==> src/rtl/plii_pkg.sv <==
// Shared types, widths and helpers for the piecewise linear interpolator.
`default_nettype none

package plii_pkg;

  localparam int unsigned DataW        = 32;
  localparam int unsigned AluW         = DataW + 2;
  localparam int unsigned MaxPointsDef = 64;
  localparam int unsigned PointsW      = 7;
  localparam int unsigned LoadIdxW     = 6;
  localparam int unsigned CfgIdxW      = 1;

  localparam logic [PointsW-1:0] PointsRst = PointsW'(2);

  typedef enum logic {
    CMD_LOAD  = 1'b0,
    CMD_QUERY = 1'b1
  } cmd_e;

  typedef enum logic [CfgIdxW-1:0] {
    CFG_POINTS  = 1'b0,
    CFG_DEFAULT = 1'b1
  } cfg_reg_e;

  typedef enum logic {
    ALU_ADD = 1'b0,
    ALU_SUB = 1'b1
  } alu_op_e;

  typedef struct packed {
    cmd_e                     cmd;
    logic [LoadIdxW-1:0]      load_index;
    logic signed [DataW-1:0]  x_value;
    logic signed [DataW-1:0]  y_value;
    logic                     last_query;
  } in_item_t;

  typedef struct packed {
    logic signed [DataW-1:0]  y_out;
    logic                     in_range;
    logic                     last_result;
  } out_item_t;

  function automatic logic [AluW-1:0] sext_alu(input logic [DataW-1:0] v);
    return {{(AluW-DataW){v[DataW-1]}}, v};
  endfunction

  function automatic logic [AluW-1:0] zext_alu(input logic [DataW-1:0] v);
    return {{(AluW-DataW){1'b0}}, v};
  endfunction

endpackage

`default_nettype wire

==> src/rtl/piecewise_linear_interpolator_unit.sv <==
// Top level: configuration registers, item intake and result register.
//
//   channel | direction | handshake           | payload
//   --------+-----------+---------------------+------------------------------
//   in      | input     | in_valid/in_ready   | in_item_i  (load or query)
//   out     | output    | out_valid/out_ready | out_item_o (one per query)
//   cfg     | input     | cfg_valid/cfg_ready | cfg_index_i, cfg_data_i
//
// A load gives no result and leaves the block ready for the next item. A query
// first checks the range; then the scan reads one breakpoint per cycle from the
// table memory, and the single shared adder runs DataW multiply steps and DataW
// divide steps.
// Reset clears control state and sets points_in_use to 2, default to 0.
// A finished result waits in the output register; the block takes the next
// item while it waits, and stalls in its final state only if that register is full.
`default_nettype none

module piecewise_linear_interpolator_unit import plii_pkg::*; #(
  parameter int unsigned MaxPoints = MaxPointsDef
) (
  input  logic               clk_i,
  input  logic               rst_ni,
  input  logic               in_valid_i,
  output logic               in_ready_o,
  input  in_item_t           in_item_i,
  output logic               out_valid_o,
  input  logic               out_ready_i,
  output out_item_t          out_item_o,
  input  logic               cfg_valid_i,
  output logic               cfg_ready_o,
  input  logic [CfgIdxW-1:0] cfg_index_i,
  input  logic [DataW-1:0]   cfg_data_i
);

  localparam int unsigned IdxW = $clog2(MaxPoints);

  logic [PointsW-1:0] points_q;
  logic [DataW-1:0]   default_q;
  logic [IdxW-1:0]    n_last;
  logic               idle, accept, wr_en, start;
  logic               res_valid, res_ready;
  out_item_t          res;
  logic               out_valid_q;
  out_item_t          out_item_q;

  assign cfg_ready_o = 1'b1;

  always_ff @(posedge clk_i or negedge rst_ni) begin
    if (!rst_ni) begin
      points_q  <= PointsRst;
      default_q <= '0;
    end else if (cfg_valid_i) begin
      unique case (cfg_reg_e'(cfg_index_i))
        CFG_POINTS:  points_q  <= cfg_data_i[PointsW-1:0];
        CFG_DEFAULT: default_q <= cfg_data_i;
        default: ;
      endcase
    end
  end

  // Clamp the point count to the table and keep at least one segment.
  always_comb begin
    if (points_q < PointsW'(2)) begin
      n_last = IdxW'(1);
    end else if (int'(points_q) > MaxPoints) begin
      n_last = IdxW'(MaxPoints - 1);
    end else begin
      n_last = IdxW'(points_q - PointsW'(1));
    end
  end

  assign in_ready_o = idle;
  assign accept     = in_valid_i && idle;
  assign wr_en      = accept && (in_item_i.cmd == CMD_LOAD)
                      && (int'(in_item_i.load_index) < MaxPoints);
  assign start      = accept && (in_item_i.cmd == CMD_QUERY);

  plii_seq #(
    .MaxPoints (MaxPoints)
  ) u_seq (
    .clk_i        (clk_i),
    .rst_ni       (rst_ni),
    .start_i      (start),
    .wr_en_i      (wr_en),
    .wr_addr_i    (IdxW'(in_item_i.load_index)),
    .wr_x_i       (in_item_i.x_value),
    .wr_y_i       (in_item_i.y_value),
    .query_x_i    (in_item_i.x_value),
    .query_last_i (in_item_i.last_query),
    .n_last_i     (n_last),
    .default_i    (default_q),
    .idle_o       (idle),
    .res_valid_o  (res_valid),
    .res_ready_i  (res_ready),
    .res_o        (res)
  );

  assign res_ready = !out_valid_q || out_ready_i;

  always_ff @(posedge clk_i or negedge rst_ni) begin
    if (!rst_ni) begin
      out_valid_q <= 1'b0;
    end else if (res_valid && res_ready) begin
      out_valid_q <= 1'b1;
    end else if (out_ready_i) begin
      out_valid_q <= 1'b0;
    end
  end

  always_ff @(posedge clk_i) begin
    if (res_valid && res_ready) begin
      out_item_q <= res;
    end
  end

  assign out_valid_o = out_valid_q;
  assign out_item_o  = out_item_q;

endmodule

`default_nettype wire

==> src/rtl/plii_alu.sv <==
// Shared adder/subtractor used for every compare, difference and step.
`default_nettype none

module plii_alu import plii_pkg::*; (
  input  logic [AluW-1:0] a_i,
  input  logic [AluW-1:0] b_i,
  input  alu_op_e         op_i,
  output logic [AluW-1:0] sum_o
);

  always_comb begin
    unique case (op_i)
      ALU_ADD: sum_o = a_i + b_i;
      ALU_SUB: sum_o = a_i - b_i;
      default: sum_o = a_i + b_i;
    endcase
  end

endmodule

`default_nettype wire

==> src/rtl/plii_seq.sv <==
// Sequencer with breakpoint memories: range check, scan, shift-add multiply, divide.
`default_nettype none

module plii_seq import plii_pkg::*; #(
  parameter  int unsigned MaxPoints = MaxPointsDef,
  localparam int unsigned IdxW      = $clog2(MaxPoints)
) (
  input  logic             clk_i,
  input  logic             rst_ni,
  input  logic             start_i,
  input  logic             wr_en_i,
  input  logic [IdxW-1:0]  wr_addr_i,
  input  logic [DataW-1:0] wr_x_i,
  input  logic [DataW-1:0] wr_y_i,
  input  logic [DataW-1:0] query_x_i,
  input  logic             query_last_i,
  input  logic [IdxW-1:0]  n_last_i,
  input  logic [DataW-1:0] default_i,
  output logic             idle_o,
  output logic             res_valid_o,
  input  logic             res_ready_i,
  output out_item_t        res_o
);

  localparam int unsigned CntW = $clog2(DataW);
  localparam logic [CntW-1:0] CntLast = CntW'(DataW - 1);

  typedef enum logic [3:0] {
    ST_IDLE, ST_CHK_LO, ST_CHK_HI, ST_PREV, ST_SCAN, ST_DEN, ST_NUM,
    ST_DY, ST_NEG, ST_MUL, ST_DIV, ST_ADD, ST_DONE
  } state_e;

  state_e state_q;

  logic [DataW-1:0] mem_x [MaxPoints];
  logic [DataW-1:0] mem_y [MaxPoints];
  logic [DataW-1:0] rd_x_q, rd_y_q;
  logic [IdxW-1:0]  rd_addr;

  logic [DataW-1:0] xq_q, prev_x_q, prev_y_q, cur_x_q, cur_y_q;
  logic [DataW-1:0] hi_q, lo_q, den_q;
  logic [IdxW-1:0]  j_q;
  logic [CntW-1:0]  cnt_q;
  logic             last_q, neg_q, den_bad_q;
  logic [DataW-1:0] res_y_q;
  logic             res_inr_q;

  logic [AluW-1:0]  alu_a, alu_b, alu_sum;
  alu_op_e          alu_op;
  logic             alu_neg, alu_zero, found;

  plii_alu u_alu (
    .a_i   (alu_a),
    .b_i   (alu_b),
    .op_i  (alu_op),
    .sum_o (alu_sum)
  );

  assign alu_neg  = alu_sum[AluW-1];
  assign alu_zero = (alu_sum == '0);
  assign found    = !alu_neg || (j_q == n_last_i);

  // Table storage, one registered read per cycle.
  always_ff @(posedge clk_i) begin
    if (wr_en_i) begin
      mem_x[wr_addr_i] <= wr_x_i;
      mem_y[wr_addr_i] <= wr_y_i;
    end
    rd_x_q <= mem_x[rd_addr];
    rd_y_q <= mem_y[rd_addr];
  end

  always_comb begin
    rd_addr = '0;
    alu_a   = '0;
    alu_b   = '0;
    alu_op  = ALU_SUB;
    unique case (state_q)
      ST_CHK_LO: begin
        alu_a   = sext_alu(xq_q);
        alu_b   = sext_alu(rd_x_q);
        rd_addr = n_last_i;
      end
      ST_CHK_HI: begin
        alu_a = sext_alu(rd_x_q);
        alu_b = sext_alu(xq_q);
      end
      ST_PREV: rd_addr = IdxW'(1);
      ST_SCAN: begin
        alu_a   = sext_alu(rd_x_q);
        alu_b   = sext_alu(xq_q);
        rd_addr = j_q + IdxW'(1);
      end
      ST_DEN: begin
        alu_a = sext_alu(cur_x_q);
        alu_b = sext_alu(prev_x_q);
      end
      ST_NUM: begin
        alu_a = sext_alu(xq_q);
        alu_b = sext_alu(prev_x_q);
      end
      ST_DY: begin
        alu_a = sext_alu(cur_y_q);
        alu_b = sext_alu(prev_y_q);
      end
      ST_NEG: begin
        alu_a = sext_alu(prev_y_q);
        alu_b = sext_alu(cur_y_q);
      end
      ST_MUL: begin
        alu_op = ALU_ADD;
        alu_a  = zext_alu(hi_q);
        alu_b  = lo_q[0] ? zext_alu(den_q) : '0;
      end
      ST_DIV: begin
        alu_a = {{(AluW-DataW-1){1'b0}}, hi_q, lo_q[DataW-1]};
        alu_b = zext_alu(den_q);
      end
      ST_ADD: begin
        alu_op = neg_q ? ALU_SUB : ALU_ADD;
        alu_a  = sext_alu(prev_y_q);
        alu_b  = zext_alu(lo_q);
      end
      default: ;
    endcase
  end

  // State and result registers.
  always_ff @(posedge clk_i or negedge rst_ni) begin
    if (!rst_ni) begin
      state_q   <= ST_IDLE;
      res_y_q   <= '0;
      res_inr_q <= 1'b0;
    end else begin
      unique case (state_q)
        ST_IDLE: if (start_i) state_q <= ST_CHK_LO;
        ST_CHK_LO: begin
          if (alu_neg) begin
            res_y_q   <= default_i;
            res_inr_q <= 1'b0;
            state_q   <= ST_DONE;
          end else begin
            state_q <= ST_CHK_HI;
          end
        end
        ST_CHK_HI: begin
          if (alu_neg) begin
            res_y_q   <= default_i;
            res_inr_q <= 1'b0;
            state_q   <= ST_DONE;
          end else begin
            state_q <= ST_PREV;
          end
        end
        ST_PREV: state_q <= ST_SCAN;
        ST_SCAN: if (found) state_q <= ST_DEN;
        ST_DEN:  state_q <= ST_NUM;
        ST_NUM: begin
          res_inr_q <= 1'b1;
          // Empty or reversed segment, or query at or below the lower point: take the lower y.
          if (den_bad_q || alu_neg || alu_zero) begin
            res_y_q <= prev_y_q;
            state_q <= ST_DONE;
          end else begin
            state_q <= ST_DY;
          end
        end
        ST_DY:  state_q <= alu_neg ? ST_NEG : ST_MUL;
        ST_NEG: state_q <= ST_MUL;
        ST_MUL: if (cnt_q == CntLast) state_q <= ST_DIV;
        ST_DIV: if (cnt_q == CntLast) state_q <= ST_ADD;
        ST_ADD: begin
          res_y_q <= alu_sum[DataW-1:0];
          state_q <= ST_DONE;
        end
        ST_DONE: if (res_ready_i) state_q <= ST_IDLE;
        default: state_q <= ST_IDLE;
      endcase
    end
  end

  // Datapath registers; den_q holds the segment width, then the multiplicand, then the width again as divisor.
  always_ff @(posedge clk_i) begin
    case (state_q)
      ST_IDLE: begin
        if (start_i) begin
          xq_q   <= query_x_i;
          last_q <= query_last_i;
        end
      end
      ST_PREV: begin
        prev_x_q <= rd_x_q;
        prev_y_q <= rd_y_q;
        j_q      <= IdxW'(1);
      end
      ST_SCAN: begin
        if (found) begin
          cur_x_q <= rd_x_q;
          cur_y_q <= rd_y_q;
        end else begin
          prev_x_q <= rd_x_q;
          prev_y_q <= rd_y_q;
          j_q      <= j_q + IdxW'(1);
        end
      end
      ST_DEN: begin
        den_q     <= alu_sum[DataW-1:0];
        den_bad_q <= alu_neg || alu_zero;
      end
      ST_NUM: begin
        // Swap: lo holds the numerator until the magnitude of dy replaces it.
        lo_q <= alu_sum[DataW-1:0];
        hi_q <= den_q;
      end
      ST_DY: begin
        neg_q <= alu_neg;
        den_q <= lo_q;
        lo_q  <= alu_sum[DataW-1:0];
        cnt_q <= '0;
      end
      ST_NEG: lo_q <= alu_sum[DataW-1:0];
      ST_MUL: begin
        // Hold the divisor in cur_x while the product builds in hi:lo.
        if (cnt_q == '0) begin
          cur_x_q <= hi_q;
        end
        hi_q  <= (cnt_q == '0) ? (lo_q[0] ? den_q : '0) >> 1 : alu_sum[DataW:1];
        lo_q  <= (cnt_q == '0) ? {lo_q[0] & den_q[0], lo_q[DataW-1:1]}
                               : {alu_sum[0], lo_q[DataW-1:1]};
        cnt_q <= cnt_q + CntW'(1);
        if (cnt_q == CntLast) begin
          den_q <= cur_x_q;
        end
      end
      ST_DIV: begin
        hi_q  <= alu_neg ? {hi_q[DataW-2:0], lo_q[DataW-1]} : alu_sum[DataW-1:0];
        lo_q  <= {lo_q[DataW-2:0], !alu_neg};
        cnt_q <= cnt_q + CntW'(1);
      end
      default: ;
    endcase
  end

  assign idle_o            = (state_q == ST_IDLE);
  assign res_valid_o       = (state_q == ST_DONE);
  assign res_o.y_out       = res_y_q;
  assign res_o.in_range    = res_inr_q;
  assign res_o.last_result = last_q;

endmodule

`default_nettype wire

==> config.mk <==
export PLATFORM = sky130hd
export DESIGN_NAME = piecewise_linear_interpolator_unit
export DESIGN_NICKNAME = d
export VERILOG_FILES = /design/src/rtl/plii_pkg.sv /design/src/rtl/piecewise_linear_interpolator_unit.sv /design/src/rtl/plii_alu.sv /design/src/rtl/plii_seq.sv
export SDC_FILE = /design/constraint.sdc
export NUM_CORES = 2
export LEC_CHECK = 0
export ABC_CLOCK_PERIOD_IN_PS = 10850
export BUFFER_PORTS_ARGS = -buffer_cell sky130_fd_sc_hd__buf_2
export CAP_MARGIN = 20
export CORE_AREA = 3 3 676 678
export CTS_CLUSTER_DIAMETER = 100
export CTS_CLUSTER_SIZE = 10
export DETAILED_ROUTE_END_ITERATION = 12
export DIE_AREA = 0 0 679 681
export SYNTH_ARGS = -nofsm -noshare
export SYNTH_HDL_FRONTEND = slang
export SYNTH_SLANG_ARGS = --single-unit
==> constraint.sdc <==
create_clock -name clk_i -period 10.85 [get_ports clk_i]
set_input_delay 2.17 -clock clk_i [delete_from_list [all_inputs] [get_ports clk_i]]
set_output_delay 2.17 -clock clk_i [all_outputs]
set_load 0.005 [all_outputs]
Word-level counts from Yosys, hierarchy flattened. Memories as Yosys holds them, arrays and structs flattened. A register that Yosys moved wholly into a read port is not among the register bits. Cells that the tools add are included.

Register bits: 381. Memory bits (writable): 4096. Input bits: 110. Output and inout bits: 37. Logic and storage cells: 144. Memories kept: 2.

$add $sub $neg: 5. Order comparisons: 2. Equal/unequal tests: 23. Mux-type cells: 46. Bitwise logic cells: 4. Reduce and logical (&&, ||, !) cells: 40.

Memory list: u_seq.mem_x (depth 64, bits a word 32, read ports 1, clocked after memory_dff 1, wr ports 1, line plii_seq.sv:35) `logic [DataW-1:0] mem_x [MaxPoints];`; u_seq.mem_y (depth 64, bits a word 32, read ports 1, clocked after memory_dff 1, wr ports 1, line plii_seq.sv:36) `logic [DataW-1:0] mem_y [MaxPoints];`.

Operators by type and width (count): 32-bit two-way mux (12); 32-bit case mux with 3 select lines (4); 34-bit case mux with 8 select lines (1); 34-bit case mux with 7 select lines (1); 32-bit case mux with 2 select lines (3); 34-bit case mux with 2 select lines (1); 4-bit case mux with 13 select lines (1); 34-bit adder (1); 34-bit logical NOT (1); 34-bit subtractor (1); 4-bit two-way mux (8); 4-bit equality test (second input constant) (5); 6-bit two-way mux (3); 6-bit case mux with 3 select lines (1); 4-bit by 3-bit equality test with 1-bit output (second input constant) (4); 2-bit by 1-bit inequality test with 1-bit output (second input constant) (8); 2-bit AND reduction (7); 6-bit case mux with 2 select lines (1); 3-bit nonzero test (4); 2-bit OR reduction (6); 5-bit case mux with 2 select lines (1); 2-bit nonzero test (5); 4-bit by 2-bit equality test with 1-bit output (second input constant) (2); 7-bit > comparator (second input constant) (1); other kinds (20) (38).

Depth between registers and ports, before layout.
Depth in word-level cells: 9. Gate-level depth with buffers: 27. Gate-level depth less buffers: 22.

Cells and area by module. Synthesis repeated with hierarchy kept, for this count alone.

Cell total of the unflattened synthesis: 12150. Area total of the unflattened synthesis: 179572.2 µm².

By module, submodules not included: plii_seq (times used 1, cells an instance 11604, area an instance 174253.4 µm²); piecewise_linear_interpolator_unit (times used 1, cells an instance 153, area an instance 2701.3 µm²); plii_alu (times used 1, cells an instance 393, area an instance 2617.5 µm²).

Least setup slack after synthesis. OpenSTA, ideal clock, no wires.

Path kind: register -> register. Start: reg u_seq.state_q[1]. End: reg u_seq.cur_x_q[0], enable pin. Library setup time: 0.388 ns. Data arrival time: 7.586 ns. Data required time: 10.462 ns. Path slack: 2.876 ns. Stages on the path, launching flop included: 25. Buffers on the path: 5. Clock period less this slack: 7.974 ns. Path through: dfrtp_1 buf_4 nor2b_1 buf_2 buf_1 o211ai_1 o2111ai_1 nor4_1 nand2_1 or3_1 nor4_1 a31oi_1 xor2_1 ha_1 clkbuf_1 nand2_1 or2_2 a32oi_1 o21ai_1 o31ai_1 xnor2_2 xnor2_2 buf_2 a21oi_1 a21o_1.

Cells in the longest elaborated chain, start to end: 9. Elaborated cells between the ends (all ways): 27. Classes of those cells: add/sub (2); eq/ne (12); mux (4); bitwise (1); reduce/logical (8).

RTL lines: from (decl) (line plii_seq.sv:33) `state_e state_q;`; from (signal assigned) (line plii_seq.sv:168) `ST_DY: state_q <= alu_neg ? ST_NEG : ST_MUL;`; 4-bit by 3-bit equality test with 1-bit output (tied with other cells) (line plii_seq.sv:78) `unique case (state_q)`; 2-bit OR reduction (no line); 34-bit case mux with 8 select lines / 34-bit case mux with 7 select lines (equally long branches) (line plii_seq.sv:78); 34-bit subtractor / 34-bit adder (equally long branches); 34-bit case mux with 2 select lines (line plii_alu.sv:12) `unique case (op_i)`; 1-bit logical NOT (line plii_seq.sv:61) `assign found = !alu_neg || (j_q == n_last_i);`; 1-bit logical OR (line plii_seq.sv:61); 2-bit by 1-bit inequality test with 1-bit output (no line); 3-bit AND reduction (no line) *; to (signal assigned) (line plii_seq.sv:198) `cur_x_q <= rd_x_q;`; to (signal assigned) (line plii_seq.sv:225) `cur_x_q <= hi_q;`; to (decl) (line plii_seq.sv:40) `logic [DataW-1:0] xq_q, prev_x_q, prev_y_q, cur_x_q, cur_y_q;`.

Every way passes the cells marked *; elsewhere a longest branch is shown, timed or not. A chain may end at the register's enable or synchronous reset.

Worst setup path after layout.
Start: reg u_seq.state_q[3]. End: reg u_seq.res_y_q[2].

Cells in the longest elaborated chain, start to end: 9. Elaborated cells between the ends (all ways): 30. Classes of those cells: add/sub (2); eq/ne (12); mux (5); bitwise (1); reduce/logical (10).

RTL lines: 4-bit by 3-bit equality test with 1-bit output (tied with other cells) (line plii_seq.sv:78, plii_seq.sv:135); 2-bit OR reduction (no line); 34-bit case mux with 8 select lines / 34-bit case mux with 7 select lines (equally long branches) (line plii_seq.sv:78); 34-bit subtractor / 34-bit adder (equally long branches); 34-bit case mux with 2 select lines (line plii_alu.sv:12); 34-bit logical NOT / 1-bit logical OR (equally long branches) (line plii_seq.sv:60, plii_seq.sv:161); 1-bit logical OR (line plii_seq.sv:161) `if (den_bad_q || alu_neg || alu_zero) begin`; 2-bit by 1-bit inequality test with 1-bit output (no line); 3-bit AND reduction (no line); to (signal assigned) (line plii_seq.sv:148) `res_y_q <= default_i;`; to (signal assigned) (line plii_seq.sv:162) `res_y_q <= prev_y_q;`; to (signal assigned) (line plii_seq.sv:173) `res_y_q <= alu_sum[DataW-1:0];`; to (decl) (line plii_seq.sv:45) `logic [DataW-1:0] res_y_q;`.

Parallel ways exist; a longest one is shown, timed or not.

==> qor.csv <==
stage,metric,value,unit
synth,synth_nets,9780,
power,p_comb_frac,0.395,
floorplan,die-width,679,um
floorplan,boundaryPins,147,
final_layout,nNetsFinal,10161,
place,port_buffers,145,
setup_path,crit-reg2reg-launch,u_seq.state_q[3],
sta,whs,0.440,ns
synth,syn_area,180000,sq um
cts,cts_tree,done,
route,wl,579000,um
synth,syn-instance-count,9630,
cts,cts_setup_buffers,0,
sta,final.setup_skew,0.0774,ns
sta,tns,0,ns
synth,ys_types,86,
final_layout,multi_input_area,43000,sq um
power,seqPwrFrac,0.351,
grt,grt_use_met3,0.0491,
power,power,62.6,mW
outcome,status,finished clean,
cts,cts_made_buffers,527,
synth,ys_ff_latch,4541,
grt,top_usage_layer,met2,
setup_path,start_kind,register,
hold_path,min_path_cells,0,
grt,met2_usage,0.387,
grt,gr-usage-all-layers,0.246,
cts,htreeDepth,6,
power,intPower,38.6,mW
final_layout,drive_gt1_frac,0.222,
final_layout,final_cell_mix,"4,400 x edfxtp_1, 1,276 x nand2_1, 1,025 x mux4_2",
cts,path_clk_slew,0.07,ns
final_layout,mostFrequentLayoutCell,edfxtp_1,
floorplan,initial_core_util,0.399,
final_layout,nFillCells,37921,
power,p_switching,24.0,mW
grt,grt_pass1_wl,804000,um
setup_path,reg2reg_depth,21,
cts,clk-insertion-delay-late,1.04,ns
cts,cts_root_buf,clkbuf_16,
final_layout,final_util,0.454,
setup_path,r2r_slack,1.73,ns
route,wire_per_inst,35.7,um
setup_path,path_class,reg -> reg,
sta,fmax,110,MHz
setup_path,critPathLaunch,u_seq.state_q[3],
grt,met1_usage,0.345,
floorplan,dieArea,462000,sq um
final_layout,syn2layout_area_growth,13.8,%
cts,cts_hold_buf,0,
route,route.vias.total,101495,
grt,grt_max_degree,106,
cts,cts.path.max_buffers,4,
grt,antenna_found_initial,60,
power,clkPwrFrac,0.254,
final_layout,seq_area,135000,sq um
cts,ctsResizeCount,0,
setup_path,critPathArrivalTime,9.96,ns
synth,syn_avg_cell_area,18.7,sq um
floorplan,fp.coreArea,452000,sq um
synth,ys_seq_area_frac,0.751,
power,swShare,0.383,
power,p_leak,64.2,nW
power,vdd.ir_drop.worst,0.692,mV
route,drt_iter0_drc,13573,
sta,setup_violations,0,
hold_path,hold_end,out_item_o[0],
floorplan,die_h,681,um
power,pwr_density_cell,305,nW/um^2
grt,grt_pass1_vias,100035,
setup_path,rr_endpoint,u_seq.res_y_q[2],
synth,synth-edff-count,4400,
route,vias_per_cell,6.26,
grt,overflow,0,
place,gp_congestion,0.907,
setup_path,cp-end-kind,register,
setup_path,max_stage_delay,0.95,ns
sta,relSlewSlack,0.195,
sta,grt_setup_unrepaired,no,
place,dpl.hpwl,317000,um
cts,clock-sinks,4541,
flow_run,max_cap_viol_count,0,
hold_path,hold_class,reg -> reg,
sta,min_period,9.12,ns
route,ant_nets,0,
sta,slew_violations,0,
setup_path,crit_fanout,35,
sta,finalCritPeriodShare,0.840,
synth,async_flop_share,0.0170,
sta,finalHoldViolations,0,
sta,worstMarginPinSlew,1.21,ns
floorplan,num_rows,247,
setup_path,cp.required,11.69,ns
synth,synth_flop_cell,edfxtp_1,
synth,yosysWarnings,0,
setup_path,cp_slowest_cell,a222oi_1,
route,drc_errors,0,
route,drtPass1Iterations,8,
setup_path,crit_chain,"buf_4, nor2b_1, buf_4, nand2_1, nand2_1, a222oi_1, nand4_1, ha_1, o21ai_1, a21oi_1, nor3b_1, a21oi_1, o41ai_2, a21oi_1, xnor2_1, nor4b_1, buf_4, a311oi_2, o21ai_4, buf_12, mux2_1",
hold_path,min_from,u_seq.last_q,
-- stage by stage --
| step | area (sq um) | setup slack, ns | cells |
|---|---|---|---|
| 2_1_floorplan | 180000 | 2.88 | 9630 |
| 3_3_place_gp | 189000 | 1.83 | 15414 |
| 3_5_place_dp | 190000 | 1.88 | 15420 |
| 4_1_cts | 204000 | 1.80 | 16144 |
| 5_1_grt | 205000 | 1.44 | 16200 |
| 6_report | 205000 | 1.73 | 16203 |
-- state kept, by name, summed over array words and instances, names as in the netlist, 6 cells and up --
| signal | cells |
|---|---|
| out_item_o | 34 |
| u_seq.j_q | 6 |
| u_seq.rd_y_q | 32 |
| u_seq.cur_y_q | 32 |
| u_seq.mem_x | 2048 |
| u_seq.hi_q | 32 |
| u_seq.mem_y | 2048 |
| points_q | 7 |
| u_seq.den_q | 32 |
| default_q | 32 |
| u_seq.prev_x_q | 32 |
| u_seq.prev_y_q | 32 |
| u_seq.xq_q | 32 |
| u_seq.res_y_q | 32 |
| u_seq.rd_x_q | 32 |
| u_seq.cur_x_q | 32 |
| u_seq.lo_q | 32 |
-- logic make-up after synthesis --
logic type	count (synthesis)	share of synthesized area
buffers and inverters	642	0.0148
AO/OA/AOI/OAI	1095	0.0423
adder cells (fa/ha/maj)	41	0.00287
flip-flops	4541	0.751
XOR/XNOR	64	0.00319
other	1	0.0000208
multiplexers	1124	0.134
AND/OR/NAND/NOR	2122	0.0520
-- power groups by stage --
stage	registers, mW	logic (mW)	clock network (mW)
after global placement	22.3	24.7	0
after floorplan	21.4	15.8	0
after CTS	21.9	24.7	16.1
after detailed placement	22.3	24.6	0
after global routing	22.0	26.5	16.8
final	22.0	24.7	15.9
-- worst max path at each step --
stage / to / slack, ns / cells past startpoint
2_1_floorplan: u_seq.cur_x_q[0] / 2.88 / 24
3_3_place_gp: u_seq.res_y_q[29] / 1.83 / 22
3_5_place_dp: u_seq.res_y_q[2] / 1.88 / 22
4_1_cts: u_seq.res_y_q[2] / 1.80 / 22
5_1_grt: u_seq.res_y_q[4] / 1.44 / 22
6_report: u_seq.res_y_q[2] / 1.73 / 21
-- per-layer routing --
layer  wire [um]  share of wire
met5         139        0.00024
met4       20600          0.035
met3       58400           0.10
met2      270000           0.47
met1      230000           0.40
-- layout make-up --
cell class	instances	share of cell area
tap	5976	0.0364
clock buffer	670	0.0680
clock inverter	54	0.00430
antenna	21	0.000256
multi-input combinational	4447	0.209
timing repair buffer	466	0.0216
sequential	4541	0.659
inverter	28	0.000512
-- cell usage after synthesis (76+ instances only) --
| cell | instances | area [sq um] |
|---|---|---|
| clkbuf_1 | 360 | 1350 |
| and3_1 | 153 | 957 |
| o21ai_0 | 226 | 1130 |
| nor2_1 | 170 | 638 |
| edfxtp_1 | 4400 | 132000 |
| a31oi_1 | 83 | 519 |
| nand2_1 | 1279 | 4800 |
| a311oi_1 | 182 | 1590 |
| buf_2 | 137 | 686 |
| buf_1 | 100 | 375 |
| dfrtp_1 | 76 | 1900 |
| mux4_2 | 1025 | 23100 |
| a21oi_1 | 163 | 816 |
| nand3_1 | 317 | 1590 |
| a22oi_1 | 204 | 1530 |
-- critical path, delay by kind of cell, from the launching register on --
kind / cells / cell delay [ns]
AO/OA/AOI/OAI: 8 / 3.38
multiplexers: 1 / 0.34
adder cells (fa/ha/maj): 1 / 0.50
flip-flops: 1 / 0.85
buffers and inverters: 4 / 1.09
AND/OR/NAND/NOR: 6 / 2.05
XOR/XNOR: 1 / 0.68
Note: power is estimated with default switching activity, not from simulation.
